File: src/design/lli_pkg.sv
`default_nettype none
package lli_pkg;

  // four divisions run side by side through the cell chain
  localparam int NUM_LANES = 4;

  // lane assignment
  localparam int LANE_CX = 0;
  localparam int LANE_CY = 1;
  localparam int LANE_P1 = 2;
  localparam int LANE_P2 = 3;

endpackage
`default_nettype wire

File: src/design/lli_cell.sv
`default_nettype none
module lli_cell #(
  parameter int DW = 67,
  parameter int Q  = 34
) (
  input  wire logic          clk,
  input  wire logic          rst,
  input  wire logic          valid_in,
  input  wire logic [DW-1:0] den_in,
  input  wire logic [DW-1:0] rem_in [lli_pkg::NUM_LANES],
  input  wire logic [Q-1:0]  num_in [lli_pkg::NUM_LANES],
  input  wire logic [Q-1:0]  quo_in [lli_pkg::NUM_LANES],
  output logic               valid_out,
  output logic [DW-1:0]      den_out,
  output logic [DW-1:0]      rem_out [lli_pkg::NUM_LANES],
  output logic [Q-1:0]       num_out [lli_pkg::NUM_LANES],
  output logic [Q-1:0]       quo_out [lli_pkg::NUM_LANES]
);
  import lli_pkg::*;

  logic [DW:0]   trial [NUM_LANES];
  logic [NUM_LANES-1:0] fits;
  logic [DW-1:0] rem_next [NUM_LANES];

  // one restoring division step per lane
  always_comb begin
    for (int i = 0; i < NUM_LANES; i++) begin
      trial[i] = {rem_in[i], num_in[i][Q-1]};
      fits[i] = trial[i] >= {1'b0, den_in};
      if (fits[i]) begin
        rem_next[i] = DW'(trial[i] - {1'b0, den_in});
      end else begin
        rem_next[i] = DW'(trial[i]);
      end
    end
  end

  // valid flag
  always_ff @(posedge clk) begin
    if (rst) begin
      valid_out <= 1'b0;
    end else begin
      valid_out <= valid_in;
    end
  end

  // payload handed to the next cell
  always_ff @(posedge clk) begin
    den_out <= den_in;
    for (int i = 0; i < NUM_LANES; i++) begin
      rem_out[i] <= rem_next[i];
      num_out[i] <= {num_in[i][Q-2:0], 1'b0};
      quo_out[i] <= {quo_in[i][Q-2:0], fits[i]};
    end
  end

endmodule
`default_nettype wire

File: config.mk
export PLATFORM = sky130hd
export DESIGN_NAME = lli_cell
export DESIGN_NICKNAME = d
export VERILOG_FILES = /design/src/design/lli_pkg.sv /design/src/design/lli_cell.sv
export SDC_FILE = /design/constraint.sdc
export NUM_CORES = 1
export LEC_CHECK = 0
export BUFFER_PORTS_ARGS = -buffer_cell sky130_fd_sc_hd__buf_4
export CAP_MARGIN = 40
export CORE_AREA = 2 2 481 483
export DETAILED_ROUTE_END_ITERATION = 8
export DIE_AREA = 0 0 483 485
export PLACE_DENSITY_LB_ADDON = 0.05
export SETUP_SLACK_MARGIN = 0.2
export SKIP_LAST_GASP = 1
export SLEW_MARGIN = 20
export SYNTH_ARGS = -nofsm -noshare
export SYNTH_HDL_FRONTEND = slang
export SYNTH_SLANG_ARGS = --single-unit
File: constraint.sdc
create_clock -name clk -period 4.58 [get_ports clk]
set_input_delay 0 -clock clk [delete_from_list [all_inputs] [get_ports clk]]
set_output_delay 0 -clock clk [all_outputs]
set_load 0.02 [all_outputs]
* Word level (Yosys, flattened, before mapping)
Cells that the tools add are included.
** Operators by class
- Add/subtract/negate cells :: 4
- Multiply operators :: 0
- Divide/modulo/power cells :: 0
- Magnitude comparators :: 4
- Equal/unequal tests :: 0
- Shifts and indexed selects :: 0
- Multiplexer cells :: 4
- Bitwise logic cells :: 0
- Reductions and logical operators :: 0
** Operators with widths (count)
- >= comparator 68 x 67 -> 1 bit :: 4
- 2-to-1 mux 67 bit :: 4
- subtractor 67 bit :: 4
** Storage, ports and cells
- Flip-flop bits (word level) :: 604
- Latch bits :: 0
- Bits in writable memories :: 0
- ROM bits :: 0
- Memories kept :: 0

* Longest topological paths before layout
- Word-level depth :: 2
- Depth in mapped cells :: 18
- Gate-level depth less buffers :: 16

* Least setup slack after synthesis
No wires, ideal clock.
- Path kind :: input to register
- From :: input den_in[1]
- To :: register rem_out[202] (netlist bit)
- Setup time :: 0.123 ns
- Data arrival time :: 3.201 ns
- Setup slack :: 1.255 ns
- Stages on the path :: 13
- Buffers on the path :: 1
- Cell sequence :: inv_1 > fa_1 > a21o_1 > a221oi_4 > o221ai_2 > and2_1 > o31ai_2 > nand2_1 > a2111oi_4 > a211oi_1 > o32ai_4 > buf_6 > mux2_1
** RTL lines
- from (decl) :: line lli_cell.sv:9 : input wire logic [DW-1:0] den_in,
- to (signal, indexed assignment) :: line lli_cell.sv:51 : rem_out[i] <= rem_next[i];
- to (decl) :: line lli_cell.sv:15 : output logic [DW-1:0] rem_out [lli_pkg::NUM_LANES],

==> results_dict.tcl <==
set metrics [dict create \
    clockRootBuffer "clkbuf_16" \
    ys_ff_latch 604 \
    finalWorstSetupSlack_ns 0.361 \
    final_max_slew_viol_count 0 \
    worst_slew_pin_slew_ns 0.823 \
    synth_edf_count 0 \
    wl_per_cell_um 24.7 \
    synth_top_area_frac 0.390 \
    first_iter_violations 1283 \
    syn_inst 3586 \
    cellLeakagePower_nw 26.4 \
    drt-pass1-iter-count 5 \
    power.density_mw_per_mm2 354 \
    stdcell_count 9131 \
    synth_largest_area_cell "dfxtp_1" \
    finalSetupViolCount 0 \
    relSlewSlack 0.437 \
    hpwl_mm 191 \
    grt_max_degree 40 \
    wirelength_mm 226 \
    cts_tree "built" \
    cts_buffers 86 \
    crit_arrival_ns 4.85 \
    port_buffers 1209 \
    status "completed" \
    finalNetCount 6903 \
    fin_setup_tns_ns 0 \
    grt_pass1_vias 38900 \
    grt.total_usage 0.186 \
    seq_area_frac_synth 0.390 \
    synth_most_common_cell "dfxtp_1" \
    io-pin-count 1218 \
    utilization 0.258 \
    use_met2 0.368 \
    core_area_sq_mm 0.229 \
    cp-end-kind "flip-flop" \
    place_worst_setup_slack_ns 0.283 \
    syn_area_sq_mm 0.0310 \
    max-cap-violations 0 \
    grt_pass1_wl_mm 307 \
    cts_buffer_depth 3 \
    use_met3 0.0284 \
    cts.sinks 604 \
    timing.fmax_mhz 237 \
    die_y_um 485 \
    crit_required_ns 5.22 \
    hold_path.class "in -> reg" \
    async_reset_ff_frac 0 \
    cts.htree.levels 3 \
    chipWidth_um 483 \
    dp.cells 7864 \
    p_total_mw 20.9 \
    start_util 0.135 \
    start_kind "input pin" \
    synth_warnings 0 \
    yosys-top-cells-count "dfxtp_1 (604), a21oi_1 (411), nand2_1 (335)" \
    worstSetupPathType "in -> reg" \
    final_layout_size_suffix_gt1_frac 0.272 \
    ir_drop_v 0.000246 \
    top_usage_layer "met2" \
    route.vias.total 36300 \
    num_rows 176 \
    use_met1 0.192 \
    ant_nets 0 \
    ys.flop_type "dfxtp_1" \
    drc 0 \
    period_share 0.921 \
    gp_congestion 0.831 \
    routed_via_density 3.98 \
    worstPathMaxFanout 25 \
    syn_to_final_growth_pct 90.3 \
    gr-total-overflow 0 \
    ys_types 81 \
    antenna_found_initial 74 \
    dieArea_sq_mm 0.234 \
    avgSynthCellArea_sq_um 8.65 \
    clk_pin_slew_ns 0.06 \
    finalHoldViolCount 0 \
    period_needed_ns 4.22 \
    rsz0062_at_grt "true" \
    synth_top_cells_by_area "dfxtp_1 (39%), ha_1 (11%), a21oi_1 (6.6%), a21o_1 (4.5%), o21ai_0 (4.3%)" \
]
==> worst max-delay path, stage by stage <==
cell and delay [ns]:
dlygate4sd3_1 0.53, buf_4 0.16, clkinvlp_4 0.28, ha_1 0.40, a21oi_1 0.23, o21bai_1 0.09
a21oi_1 0.25, o221ai_1 0.18, a21oi_1 0.32, o211a_1 0.32, nor2_1 0.10, a311o_1 0.39
a2111oi_4 0.40, clkbuf_16 0.28, buf_12 0.18, nand2_1 0.06, dlygate4sd3_1 0.55, o21ai_0 0.07
==> cells in the final DEF, fill, tap and decap left out, types with 11 or more instances in the layout <==
cell / count
buf_4: 1417
dlygate4sd3_1: 1078
dfxtp_1: 604
a21oi_1: 409
nand2_1: 334
o21ai_0: 265
ha_1: 259
nor2_1: 257
a21o_1: 184
xnor2_1: 127
xor2_1: 121
inv_1: 120
clkbuf_16: 89
nand4_1: 84
nand3_1: 53
o21bai_1: 52
a31oi_1: 44
nor3_1: 38
and3_1: 37
nor2b_1: 31
o21a_1: 29
mux2_2: 26
o21ai_1: 24
diode_2: 21
and2_1: 20
a211oi_1: 20
o211ai_1: 19
nand2b_1: 18
clkbuf_8: 15
buf_12: 15
o31ai_1: 14
a21boi_0: 14
clkbuf_1: 14
clkinvlp_4: 13
or3_1: 13
nor4_1: 11
a221o_1: 11
clkinv_2: 11
==> report_power, final <==
part           leakage, nW  switching [mW]  internal [mW]
logic                 19.8            4.13           3.23
clock network         1.45            2.97           4.31
registers             5.10           0.310           5.95
total                 26.4            7.41           13.5
==> kinds of logic after synthesis <==
group,count (synthesis),synth area share
buf+inv,301,0.0401
simple gates,941,0.141
compound gates,1182,0.236
flops,604,0.390
fa+ha+maj,272,0.111
xor+xnor,248,0.0700
mux,37,0.0133
other cells,1,0.000121
==> sequential cells by signal, summed over array words and instances, names as in the netlist <==
name	count
num_out	132
quo_out	136
valid_out	1
den_out	67
rem_out	268
==> final timing paths <==
check                        from              endpoint  slack [ns]  depth (start not counted)
worst max-delay path   den_in[41]    rem_out[6]$_DFF_P_        0.36                         18
worst min-delay path  rem_in[242]  rem_out[243]$_DFF_P_        0.08                          4
==> timing repair <==
action | in CTS | in global routing
resized for setup | 0 | 31
setup endpoints to repair | 0 | 84
buffers inserted | 0 | 15
hold buffers | 1075 | 3
endpoints found under the hold margin | 603 | 2
==> layout make-up <==
cell class	instances	area, sq um
antenna	21	52.6
clock buffer	116	2440
clock inverter	35	552
fill	25100	170000
inverter	130	520
multi-input combinational	2684	17800
sequential	604	12100
tap	3026	3790
timing repair buffer	2515	21800
==> stage by stage <==
step | hold slack, ns | instance area, sq um
CTS | -0.541 | 58700
global placement | 0.105 | 44900
detailed placement | 0.105 | 44900
finish | 0.0810 | 59100
global route | 0.0266 | 59000
floorplan | 0.0277 | 31000
==> metal layers <==
metal	up-vias	wire length, um
met3	297	9580
li1	17700	-
met1	17300	81800
met2	1024	124000
met5	-	96
met4	16	10400
Power figures use the tool's default switching activity.
